[config.mk]
export PLATFORM = sky130hd
export DESIGN_NAME = delay_list_tick_scheduler
export DESIGN_NICKNAME = d
export VERILOG_FILES = /design/src/design/dlts_pkg.sv /design/src/design/dlts_ram.sv /design/src/design/dlts_ctrl.sv /design/src/design/delay_list_tick_scheduler.sv
export SDC_FILE = /design/constraint.sdc
export NUM_CORES = 1
export LEC_CHECK = 0
export BUFFER_PORTS_ARGS = -buffer_cell sky130_fd_sc_hd__buf_2
export CORE_MARGIN = 2
export CORE_UTILIZATION = 40
export CTS_CLUSTER_DIAMETER = 100
export DETAILED_ROUTE_END_ITERATION = 10
export PLACE_DENSITY = 0.62
export SLEW_MARGIN = 10
export SYNTH_ARGS = -nofsm -noshare
export SYNTH_HDL_FRONTEND = slang
export SYNTH_SLANG_ARGS = --single-unit
[constraint.sdc]
create_clock -name clk -period 10 [get_ports clk]
set_clock_uncertainty 0.15 [all_clocks]
set_input_delay 1 -clock clk [delete_from_list [all_inputs] [get_ports clk]]
set_output_delay 1 -clock clk [all_outputs]
set_load 0.1 [all_outputs]
[src/design/dlts_pkg.sv]
package dlts_pkg;

  localparam int MAX_ENTRIES_DEF = 16;

  localparam int TICK_W   = 32;
  localparam int OFFSET_W = 24;

  // event kinds on in_tuser
  localparam logic FUNC_DELAY = 1'b0;
  localparam logic FUNC_WAIT  = 1'b1;

  // sequencer modes
  localparam logic [1:0] MODE_NONE    = 2'd0;
  localparam logic [1:0] MODE_COLLECT = 2'd1;
  localparam logic [1:0] MODE_REPLAY  = 2'd2;

  typedef struct packed {
    logic [OFFSET_W-1:0] jump_target;
    logic                jump;
    logic [TICK_W-1:0]   ticks_out;
  } result_t;

endpackage

[src/design/dlts_ram.sv]
module dlts_ram #(
  parameter int WIDTH = 32,
  parameter int DEPTH = 16
) (
  input  logic                     clk,
  input  logic                     we,
  input  logic [$clog2(DEPTH)-1:0] waddr,
  input  logic [WIDTH-1:0]         wdata,
  input  logic [$clog2(DEPTH)-1:0] raddr,
  output logic [WIDTH-1:0]         rdata
);

  logic [WIDTH-1:0] mem [DEPTH];
  logic [WIDTH-1:0] rdata_r;

  always_ff @(posedge clk) begin
    if (we) begin
      mem[waddr] <= wdata;
    end
    rdata_r <= mem[raddr];
  end

  assign rdata = rdata_r;

endmodule

[src/design/dlts_ctrl.sv]
module dlts_ctrl #(
  parameter int MAX_ENTRIES = dlts_pkg::MAX_ENTRIES_DEF
) (
  input  logic                          clk,
  input  logic                          rst_n,
  input  logic                          step_i,
  input  logic                          func_i,
  input  logic [dlts_pkg::TICK_W-1:0]   ticks_i,
  input  logic [dlts_pkg::OFFSET_W-1:0] offset_i,
  output dlts_pkg::result_t             res_o
);
  import dlts_pkg::*;

  localparam int CW = $clog2(MAX_ENTRIES + 1);
  localparam int AW = $clog2(MAX_ENTRIES);
  localparam logic [CW-1:0] LAST_DELAY = CW'(MAX_ENTRIES - 1);
  localparam logic [CW-1:0] FULL       = CW'(MAX_ENTRIES);

  logic [1:0]          mode_r, mode_nxt;
  logic [OFFSET_W-1:0] start_r, start_nxt;
  logic [TICK_W-1:0]   remain_r, remain_nxt;
  logic [CW-1:0]       count_r, count_nxt;
  logic [CW-1:0]       rindex_r, rindex_nxt;

  logic                wr_en;
  logic [TICK_W-1:0]   ram_rdata;
  logic                byp_valid_r;
  logic [TICK_W-1:0]   byp_data_r;
  logic [TICK_W-1:0]   entry;
  logic                pop_ok;
  logic [TICK_W-1:0]   popped;

  // the entry at rindex_r is fetched ahead through rindex_nxt; a write to the
  // same slot while it is being read is forwarded
  assign entry  = byp_valid_r ? byp_data_r : ram_rdata;
  assign pop_ok = rindex_r < count_r;
  assign popped = (entry > remain_r) ? remain_r : entry;

  always_comb begin
    mode_nxt   = mode_r;
    start_nxt  = start_r;
    remain_nxt = remain_r;
    count_nxt  = count_r;
    rindex_nxt = rindex_r;
    wr_en      = 1'b0;
    res_o      = '0;
    if (step_i) begin
      if (func_i == FUNC_DELAY) begin
        if (mode_r == MODE_REPLAY) begin
          if (pop_ok) begin
            res_o.ticks_out = popped;
            remain_nxt      = remain_r - popped;
            rindex_nxt      = rindex_r + CW'(1);
          end
        end else if (ticks_i != '0 && count_r < LAST_DELAY) begin
          if (count_r == '0) begin
            mode_nxt  = MODE_COLLECT;
            start_nxt = offset_i;
          end
          remain_nxt = remain_r + ticks_i;
          wr_en      = 1'b1;
          count_nxt  = count_r + CW'(1);
        end
      end else if (count_r == '0) begin
        res_o.ticks_out = ticks_i;
      end else if (mode_r == MODE_REPLAY) begin
        if (pop_ok) begin
          res_o.ticks_out = popped;
          remain_nxt      = remain_r - popped;
        end
        mode_nxt   = MODE_NONE;
        rindex_nxt = '0;
        count_nxt  = '0;
      end else if (ticks_i == '0 || count_r >= FULL) begin
        rindex_nxt = '0;
        count_nxt  = '0;
      end else begin
        remain_nxt        = ticks_i;
        mode_nxt          = MODE_REPLAY;
        wr_en             = 1'b1;
        count_nxt         = count_r + CW'(1);
        res_o.jump        = 1'b1;
        res_o.jump_target = start_r;
      end
    end
  end

  dlts_ram #(
    .WIDTH (TICK_W),
    .DEPTH (MAX_ENTRIES)
  ) u_ram (
    .clk   (clk),
    .we    (wr_en),
    .waddr (count_r[AW-1:0]),
    .wdata (ticks_i),
    .raddr (rindex_nxt[AW-1:0]),
    .rdata (ram_rdata)
  );

  always_ff @(posedge clk) begin
    if (!rst_n) begin
      mode_r      <= MODE_NONE;
      start_r     <= '0;
      remain_r    <= '0;
      count_r     <= '0;
      rindex_r    <= '0;
      byp_valid_r <= 1'b0;
    end else begin
      mode_r      <= mode_nxt;
      start_r     <= start_nxt;
      remain_r    <= remain_nxt;
      count_r     <= count_nxt;
      rindex_r    <= rindex_nxt;
      byp_valid_r <= wr_en && (count_r[AW-1:0] == rindex_nxt[AW-1:0]);
    end
  end

  always_ff @(posedge clk) begin
    byp_data_r <= ticks_i;
  end

  a_count_bound: assert property (@(posedge clk) disable iff (!rst_n)
    count_r <= FULL)
    else $error("entry count beyond list size");

  a_index_bound: assert property (@(posedge clk) disable iff (!rst_n)
    rindex_r <= count_r)
    else $error("replay index past entry count");

  a_index_idle: assert property (@(posedge clk) disable iff (!rst_n)
    mode_r != MODE_REPLAY |-> rindex_r == '0)
    else $error("replay index moved outside replay");

  a_jump_quiet: assert property (@(posedge clk) disable iff (!rst_n)
    res_o.jump |-> (res_o.ticks_out == '0 && mode_nxt == MODE_REPLAY))
    else $error("jump issued with ticks or without entering replay");

  a_target_zero: assert property (@(posedge clk) disable iff (!rst_n)
    !res_o.jump |-> res_o.jump_target == '0)
    else $error("jump target set without jump");

endmodule

[src/design/delay_list_tick_scheduler.sv]
// Delay-list tick scheduler: one timing event per transaction on the in_
// stream (in_tuser 0 = delay, 1 = wait) gives exactly one result on the out_
// stream, registered and shown in the cycle after acceptance. A new event can be taken in
// every cycle; in_tready is low only while a result is held and out_tready is
// low. All work happens in a single pass from the state registers to the
// result register; the entry list sits in a RAM with registered read and the
// next entry to replay is fetched ahead of use, so no clearing pass is needed
// after reset. MAX_ENTRIES sets the list length, one slot being kept for the
// closing wait.
module delay_list_tick_scheduler #(
  parameter int MAX_ENTRIES = dlts_pkg::MAX_ENTRIES_DEF
) (
  input  logic        clk,
  input  logic        rst_n,
  input  logic        in_tvalid,
  output logic        in_tready,
  input  logic [55:0] in_tdata,   // [31:0] tick_count, [55:32] instr_offset
  input  logic        in_tuser,   // [0] func
  output logic        out_tvalid,
  input  logic        out_tready,
  output logic [63:0] out_tdata   // [31:0] ticks_out, [32] jump, [56:33] jump_target
);
  import dlts_pkg::*;

  logic    step;
  result_t res;
  result_t out_data_r;
  logic    out_valid_r, out_valid_nxt;

  assign in_tready     = !out_valid_r || out_tready;
  assign step          = in_tvalid && in_tready;
  assign out_valid_nxt = step || (out_valid_r && !out_tready);

  dlts_ctrl #(
    .MAX_ENTRIES (MAX_ENTRIES)
  ) u_ctrl (
    .clk      (clk),
    .rst_n    (rst_n),
    .step_i   (step),
    .func_i   (in_tuser),
    .ticks_i  (in_tdata[31:0]),
    .offset_i (in_tdata[55:32]),
    .res_o    (res)
  );

  always_ff @(posedge clk) begin
    if (!rst_n) begin
      out_valid_r <= 1'b0;
    end else begin
      out_valid_r <= out_valid_nxt;
    end
  end

  always_ff @(posedge clk) begin
    if (step) begin
      out_data_r <= res;
    end
  end

  assign out_tvalid = out_valid_r;
  assign out_tdata  = {7'b0, out_data_r.jump_target, out_data_r.jump,
                       out_data_r.ticks_out};

endmodule
# --- After elaboration in Yosys (flattened, before gate mapping) ---
# Memory sizes are Yosys's and may differ from the RTL's. A register that Yosys moved wholly into a read port is not among the register bits.
# Index checks and enable logic that the tools add are counted.
totals:
  ff_bits: 159
  mem_bits_rw: 512
  inputBits: 61
  out_inout_bits: 66
  memories: 1
  wordCells: 96
classes:
  n_eq_ne: 5
  n_mux: 43
  bitwise_logic: 2
  add_sub_neg: 4
  n_reduce_logical: 25
  magnitude_cmp: 4
mem_list:
  columns: ["name", "words", "word_bits", "read_ports", "rd_clocked_by_memory_dff", "write_ports", "line", "rtl"]
  rows:
  - ["u_ctrl.u_ram.mem", 16, 32, 1, 1, 1, "dlts_ram.sv:13", "logic [WIDTH-1:0] mem [DEPTH];"]
op_table:
  columns: ["cell", "n"]
  rows:
  - ["two-way mux 32 bit", 13]
  - ["two-way mux 5 bit", 12]
  - ["adder 32 bit", 1]
  - ["greater-than comparator 32 bit", 1]
  - ["logical NOT 32 bit", 1]
  - ["nonzero test 32 bit", 1]
  - ["subtractor 32 bit", 1]
  - ["two-way mux 2 bit", 7]
  - ["adder 5 x 1 -> 5 bit, second input constant", 2]
  - ["two-way mux 1 bit", 10]
  - ["AND reduction 5 bit", 2]
  - ["AND reduction 4 bit", 2]
  - ["nonzero test 2 bit", 4]
  - ["AND reduction 6 bit", 1]
  - ["nonzero test 3 bit", 2]
  - ["greater-or-equal comparator 5 bit, second input constant", 1]
  - ["logical NOT 5 bit", 1]
  - ["less-than comparator 5 x 4 -> 1 bit, second input constant", 1]
  - ["less-than comparator 5 bit", 1]
  - ["== test 4 bit", 1]
  - ["logical AND 1 bit", 4]
  - ["two-way mux 4 bit", 1]
  - ["!= test 2 bit, second input constant", 2]
  - ["OR reduction 4 bit", 1]
  - ["6 further kinds", 10]

# --- Longest topological paths before layout ---
# Gate-level depths: netlist of run 1.
depth:
  ltp_word: 9
  ltp_mapped: 25
  depth_no_buf: 23

# --- Modules after synthesis ---
# A second synthesis of run 1 with hierarchy kept.
unflattened:
  cells_unflattened: 2126
  area_unflattened_um2: 31146.1
by_module_without_submodules:
  columns: ["module", "area_each_um2", "instances", "cells_each"]
  rows:
  - ["dlts_ram", 19835.3, 1, 838]
  - ["dlts_ctrl", 9485.3, 1, 1218]
  - ["delay_list_tick_scheduler", 1825.5, 1, 70]

# --- Worst setup path after synthesis of run 1 ---
# No wires, ideal clock.
synth_timing:
  kind: "register to register"
  start: "register u_ctrl.byp_valid_r"
  end: "register u_ctrl.remain_r[24]"
  path_buffers: 2
  t_arrival_ps: 5674
  stages_incl_launch_ff: 25
  setup_slack_ps: 4053
  setup_ps: 123
  path_cell_list: "dfxtp_1 -> clkbuf_1 -> clkbuf_1 -> mux2_2 -> ha_1 -> nand4_1 -> nor4_1 -> or3b_2 -> nand2_1 -> a2bb2oi_2 -> nor2_1 -> a21oi_1 -> ha_1 -> inv_1 -> fa_1 -> a211oi_1 -> o211ai_1 -> a31oi_1 -> o211ai_1 -> a221o_1 -> a21oi_1 -> o21ai_0 -> xor2_1 -> a221oi_1 -> nor2_1"
synth_via:
  elab_chain_cells: 8
synth_rtl:
  columns: ["element", "line", "rtl"]
  rows:
  - ["start: declaration", "dlts_ctrl.sv:27", "logic byp_valid_r;"]
  - ["start signal: assignment", "dlts_ctrl.sv:114", "byp_valid_r <= wr_en && (count_r[AW-1:0] == rindex_nxt[AW-1:0]);"]
  - ["two-way mux 32 bit (*)", "dlts_ctrl.sv:35", "assign entry = byp_valid_r ? byp_data_r : ram_rdata;"]
  - ["greater-than comparator 32 bit", "dlts_ctrl.sv:37", "assign popped = (entry > remain_r) ? remain_r : entry;"]
  - ["two-way mux 32 bit (*)", "dlts_ctrl.sv:37", null]
  - ["subtractor 32 bit (*)", "dlts_ctrl.sv:52, dlts_ctrl.sv:69", null]
  - ["two-way mux 32 bit (*)", "dlts_ctrl.sv:50, dlts_ctrl.sv:67", null]
  - ["two-way mux 32 bit", "dlts_ctrl.sv:66", "end else if (mode_r == MODE_REPLAY) begin"]
  - ["two-way mux 32 bit", "dlts_ctrl.sv:64", "end else if (count_r == '0) begin"]
  - ["two-way mux 32 bit (*)", "dlts_ctrl.sv:48", "if (func_i == FUNC_DELAY) begin"]
  - ["end signal: assignment", "dlts_ctrl.sv:111", "remain_r <= remain_nxt;"]
  - ["end: declaration", "dlts_ctrl.sv:21", "logic [TICK_W-1:0] remain_r, remain_nxt;"]
# Every way passes the cells marked *; elsewhere a longest branch is shown, timed or not. The select of a mux whose other input is x is not followed.
# A chain may end at the register's enable or synchronous reset.

# --- Worst setup path in the final report of run 1 ---
layout_timing:
  start: "register u_ctrl.byp_valid_r"
  end: "register u_ctrl.remain_r[31]"
# The elaborated chain is that of the path after synthesis.

==> flow_summary.json, run 1 <==
{
  "critPathRequiredTime_ns": 10.41,
  "setup_slack_ns": 2.45,
  "area_growth_pct": 13.5,
  "slew_headroom_pct": 16.1,
  "grt_max_degree": 227,
  "status": "complete, no violations",
  "drt_pass1_iterations": 6,
  "synth_edf_count": 569,
  "num_rows": 103,
  "io_buffers": 119,
  "path_max_fanout": 32,
  "max_freq_mhz": 132,
  "die_y_um": 286,
  "slew_viol_final": 0,
  "wl_per_cell_um": 23.8,
  "syn_area_mm2": 0.0318,
  "rsz0062_at_grt": "no",
  "start_kind": "flip-flop",
  "ir_drop_v": 0.000135,
  "pre_cts_slack_ns": 2.56,
  "grt_pass1_vias": 21600,
  "hold_violations": 0,
  "endpoint_kind": "flip-flop",
  "drive_above_1_share_pct": 13.0,
  "cts_made_buffers": 75,
  "cap_violations": 0,
  "detailed_place_hpwl_um": 53700,
  "root_buffer": "clkbuf_16",
  "min_period_ns": 7.55,
  "grt_pass1_wl_um": 134000,
  "tightest_slew_ns": 1.26,
  "clkSinkCount": 703,
  "dieWidth_um": 286,
  "ant_nets": 0,
  "cts_tree": "built",
  "synth_area_per_cell_um2": 12.3,
  "p_leak_nw": 12.6,
  "cts_resized": 0,
  "place.gp.congestion": 0.892,
  "clk_pin_slew_worst_paths_ns": 0.06,
  "die_area_mm2": 0.0817,
  "synth_warnings": 0,
  "cp.arrival_ns": 7.96,
  "clock_path_buffers": 3,
  "drt_wl_total_um": 89800,
  "drc": 0,
  "htreeDepth": 3,
  "num_vias": 22000,
  "power_w": 0.00717,
  "ioPinCount": 127,
  "synth_area_leaders": "edfxtp_1, dfxtp_1, mux2i_1",
  "ys_seq_elements": 703,
  "viasPerCell": 5.83,
  "synth_cell_types": 74,
  "drtIter0Drc": 1994,
  "postLayoutCoreUtil_pct": 45.7,
  "final-setup-viol-count": 0,
  "async_flop_share_pct": 0,
  "critPathKind": "flip-flop to flip-flop",
  "yosysSeqAreaShare_pct": 62.2,
  "fin_crit_sh_pct": 75.5,
  "cts_setup_buffers": 0,
  "track_usage_pct": 21.5,
  "grt_overflow_total": 0,
  "antenna_found_initial": 3,
  "hp-class": "flip-flop to flip-flop",
  "synth_top_cell_area_share_pct": 53.8,
  "initial_core_util_pct": 40.3,
  "syn_inst": 2579,
  "coreArea_mm2": 0.0789,
  "synthFlopType": "edfxtp_1",
  "cts.hold.buffers_added": 0,
  "final.setup.tns_ns": 0,
  "yosysTopAreaCell": "edfxtp_1",
  "clkLatencyLatePin_ns": 0.64,
  "final_net_count": 2828,
  "power_density_mw_per_mm2": 199
}
==> cells by family (layout without fill, tap and decap cells) <==
group	count (synthesis)	in the layout	synth area share [%]
simple gates	630	630	9.09
other cells	1	8	0.0118
mux	168	168	5.42
flops	703	703	62.2
buf+inv	226	365	3.03
compound gates	691	691	14.6
fa+ha+maj	105	105	4.18
xor+xnor	55	55	1.52
==> cell type report <==
class | count | area [um2]
multi-input combinational | 1656 | 11200
antenna | 1 | 2.50
inverter | 59 | 221
timing repair buffer | 167 | 993
clock buffer | 101 | 2070
tap | 1050 | 1310
clock inverter | 38 | 467
sequential | 703 | 19800
fill | 7015 | 42800
==> registers in the layout (all words and copies together), names as in the netlist <==
signal	cells
u_ctrl.u_ram.mem	512
out_tdata	57
u_ctrl.byp_data_r	32
u_ctrl.remain_r	32
u_ctrl.u_ram.rdata	32
u_ctrl.start_r	24
u_ctrl.count_r	5
u_ctrl.rindex_r	5
u_ctrl.mode_r	2
out_tvalid	1
u_ctrl.byp_valid_r	1
==> cell usage in the layout, fill, tap and decap left out, types with 10 or more instances in the layout <==
cell,instances
a21boi_0,28
a21o_1,28
xor2_1,18
inv_1,57
or4_1,33
nand2_1,348
nand2b_1,14
nand3_1,28
nor2_4,13
o211ai_1,14
clkinv_2,15
buf_4,45
a221oi_1,107
edfxtp_1,569
ha_1,103
nor2b_1,17
a311oi_1,32
nor2_1,62
nor3_1,16
a31oi_1,52
mux2_2,32
mux2i_1,136
dfxtp_1,132
a21oi_1,106
a211oi_1,41
nor4_1,11
o22ai_1,14
clkbuf_1,16
xnor2_1,37
buf_2,119
o21ai_0,195
clkbuf_16,75
a22oi_1,12
nand4_1,16
and2_1,36
clkbuf_8,10
==> per-stage QoR <==
step	area, um2	hold slack [ns]	std cells
final	36100	0.310	3775
after global routing	36100	0.324	3775
after CTS	36100	0.314	3774
after detailed placement	33500	0.306	3635
after global placement	33500	0.298	3635
after floorplan	31800	0.289	2585
==> per-layer routing <==
layer / global-route usage [%] / wire (um)
met2: 35.6 / 42800
met1: 28.6 / 38700
met4: 7.97 / 3230
met5: 0 / 13
met3: 3.36 / 5020
==> worst paths after layout <==
check	from	to	depth (start not counted)	slack [ns]
setup reg to reg	u_ctrl.byp_valid_r	u_ctrl.remain_r[31]	21	2.45
setup / recovery	u_ctrl.byp_valid_r	u_ctrl.remain_r[31]	21	2.45
hold reg to reg	u_ctrl.start_r[2]	u_ctrl.start_r[2]	2	0.31
hold / removal	u_ctrl.start_r[2]	u_ctrl.start_r[2]	2	0.31
==> cells in the mapped netlist (all sizes together) (4+ instances only) <==
cell,n
a2111oi,6
a211oi,43
a21boi,28
a21o,28
a21oi,107
a221oi,107
a222oi,7
a22oi,12
a311oi,32
a31oi,52
and2,36
and3,9
and4,4
buf,64
clkbuf,103
dfxtp,134
edfxtp,569
ha,103
inv,58
mux2,32
mux2i,136
nand2,349
nand2b,16
nand3,28
nand4,16
nor2,77
nor2b,17
nor3,19
nor4,11
o211a,4
o211ai,15
o21a,8
o21ai,196
o22ai,14
or2,7
or4,33
xnor2,37
xor2,18
==> critical path, cell delays in order (launching register included) <==
cell,delay (ns)
dfxtp_2,0.88
mux2i_1,0.40
inv_1,0.14
ha_1,0.33
nand4_1,0.18
nor4_1,0.76
or3b_2,0.55
nand2_1,0.14
a2bb2oi_4,0.40
buf_4,0.48
mux2i_1,0.29
ha_1,0.34
and3_1,0.25
a221oi_1,0.29
o21ai_0,0.17
or3_1,0.34
nor3_1,0.33
nor2_1,0.14
a211o_1,0.29
a2111oi_0,0.29
a2111oi_0,0.13
a31oi_1,0.18
==> power breakdown <==
part	total, W	switching [W]	internal [W]
combinational	0.00105	0.000695	0.000357
sequential	0.00329	0.0000545	0.00324
clock	0.00282	0.00119	0.00164
Power figures use the tool's default switching activity.
==> run 2, diff against run 1 <==
ABC_AREA = 1   (was default)
clock period = 7.3 ns   (was 10 ns; I/O delays follow)
==> run 2 against run 1 <==
Fmax up 25%. Register-to-register slack worse by 1.2 ns. Critical path type unchanged. Largest power group unchanged. Global-route usage up 1.7 points. Sequential cell count unchanged. Sequential power up 38%. First-iteration DRC count up 42%. Cell count up 33%.
==> flow_summary.json, run 2 <==
{
  "cp_common_cell": "nand2_1",
  "r2r_start": "u_ctrl.byp_valid_r",
  "layout_commonest_cell": "nand2_1",
  "async_flop_share_pct": 0,
  "rr_endpoint": "u_ctrl.remain_r[30]",
  "antenna_found_initial": 3,
  "ioPinCount": 127,
  "synth_top_cell_area_share_pct": 49.6,
  "track_usage_pct": 23.2,
  "clkSinkCount": 703,
  "hp-class": "input pin to flip-flop",
  "max_stage_delay_ns": 0.85,
  "yosysSeqAreaShare_pct": 57.4,
  "met2WireLength_um": 47900,
  "regMostFlops": "u_ctrl.u_ram.mem",
  "status": "complete, no violations",
  "ant_nets": 0,
  "drt_wl_total_um": 105000,
  "met1_length_um": 46900,
  "p_leak_nw": 16.1,
  "wl_per_cell_um": 20.9,
  "clkLatencyLatePin_ns": 0.63,
  "final-setup-viol-count": 0,
  "final_area_mm2": 0.0388,
  "top_layer": "met4",
  "place.gp.congestion": 0.979,
  "endpoint_kind": "flip-flop",
  "largest_reg_flops": 512,
  "synth_area_leaders": "edfxtp_1, nand2_1, nand3_1",
  "final.setup.tns_ns": 0,
  "htreeDepth": 3,
  "ys_seq_elements": 703,
  "rsz0062_at_grt": "no",
  "drtIter0Drc": 2836,
  "grt_max_degree": 131,
  "synthTopCellsByCount": "nand2_1, nand3_1, edfxtp_1, inv_1, o21ai_0",
  "tightest_slew_ns": 1.18,
  "crit_start": "u_ctrl.byp_valid_r",
  "dp_cells": 4874,
  "hold_violations": 0,
  "cts_setup_buffers": 0,
  "power_density_mw_per_mm2": 269,
  "num_vias": 26800,
  "synth_warnings": 0,
  "cp.arrival_ns": 6.45,
  "whs_ns": 0.201,
  "final_cell_mix": "nand2_1, nand3_1, edfxtp_1",
  "die_y_um": 298,
  "hp-start": "in_tvalid",
  "yosysMostFrequentCell": "nand2_1",
  "cts.hold.buffers_added": 0,
  "path_max_fanout": 52,
  "synthFlopType": "edfxtp_1",
  "synth_cell_types": 53,
  "syn_inst": 3743,
  "max_freq_mhz": 166,
  "io_buffers": 119,
  "slew_headroom_pct": 21.0,
  "cpLargestDelayFamily": "simple AND/OR/NAND/NOR gates",
  "r2r_setup_slack_ns": 1.27,
  "area_growth_pct": 12.4,
  "yosysTopAreaCell": "edfxtp_1",
  "placed_cell_area_mm2": 0.0361,
  "instances_no_fill": 5017,
  "coreArea_mm2": 0.0853,
  "final_net_count": 3974,
  "die_area_mm2": 0.0885,
  "grt_overflow_total": 0,
  "num_rows": 107,
  "synth_area_per_cell_um2": 9.21,
  "start_kind": "flip-flop",
  "drc": 0,
  "initial_core_util_pct": 40.4,
  "drive_above_1_share_pct": 9.20,
  "drt_pass1_iterations": 6,
  "viasPerCell": 5.34,
  "r2r_cells": 28,
  "slowest_stage": "dfxtp_2",
  "critPathRequiredTime_ns": 7.72,
  "dieWidth_um": 298,
  "critPathKind": "flip-flop to flip-flop",
  "detailed_place_hpwl_um": 64600,
  "grt_pass1_vias": 25000,
  "grt_pass1_wl_um": 157000,
  "cts_tree": "built",
  "setup_slack_ns": 1.27,
  "ir_drop_v": 0.000156,
  "slew_viol_final": 0,
  "root_buffer": "clkbuf_16",
  "cts_resized": 0,
  "synth_edf_count": 569,
  "cp_num_cells": 28,
  "syn_area_mm2": 0.0345,
  "cp_num_buf_inv": 4,
  "pre_cts_slack_ns": 1.36,
  "dr_wl_met3_um": 7260,
  "cap_violations": 0,
  "crit_end": "u_ctrl.remain_r[30]",
  "clock_path_buffers": 3,
  "clk_pin_slew_worst_paths_ns": 0.07,
  "fin_crit_sh_pct": 82.6,
  "cts_made_buffers": 76,
  "min_period_ns": 6.03
}
run 2: logic make-up (layout without fill, tap and decap cells):
kind of cell	Yosys count	after routing	share of synthesized area [%]
DFF	703	703	57.4
and+or+nand+nor	1794	1794	23.1
muxes	1	1	0.0290
adders and majority gates	105	105	3.85
other	1	9	0.0109
xor gates and xnor gates	13	13	0.330
buffers and inverters	659	781	7.88
AOI/OAI and AO/OA	467	467	7.47
run 2: worst register-to-register path: cells and delay by family, from the launching register on:
| family | cells | cell delay [ns] |
|---|---|---|
| fa+ha+maj | 2 | 0.70 |
| buf+inv | 4 | 0.65 |
| compound gates | 5 | 1.19 |
| flops | 1 | 0.85 |
| simple gates | 17 | 2.44 |
run 2: cell type report:
cell class	count	area, um2
Timing Repair Buffer	169	996
Inverter	471	1770
Tap cell	1144	1430
Antenna cell	2	5.00
Clock buffer	100	2200
Sequential cell	703	19800
Fill cell	8063	46500
Multi-Input combinational cell	2387	12200
Clock inverter	41	422
run 2: how the worst min path moves through the flow:
stage	endpoint	slack, ns	depth (start not counted)
after floorplan	u_ctrl.start_r[0]	0.28	2
after global placement	u_ctrl.start_r[14]	0.29	2
after detailed placement	u_ctrl.start_r[18]	0.30	2
after CTS	out_tvalid	0.17	3
after global routing	out_tvalid	0.22	3
final	out_tvalid	0.20	3
run 2: layer usage:
layer | vias up | GRT usage [%]
li1 | 12800 | -
met1 | 12800 | 33.4
met4 | 0 | 7.42
met2 | 1001 | 36.5
met5 | - | 0
met3 | 174 | 2.73
run 2: through the flow:
| stage | util [%] | power, W |
|---|---|---|
| after CTS | 45.4 | 0.0105 |
| after global placement | 42.4 | 0.00647 |
| after floorplan | - | 0.00588 |
| after detailed placement | 42.4 | 0.00646 |
| after global routing | 45.4 | 0.0108 |
| final | 45.4 | 0.0104 |
run 2: where the power goes:
part | internal (W) | switching, W | total, W
clock network | 0.00236 | 0.00166 | 0.00402
registers | 0.00445 | 0.0000770 | 0.00453
logic | 0.000509 | 0.00138 | 0.00189
total | 0.00732 | 0.00312 | 0.0104
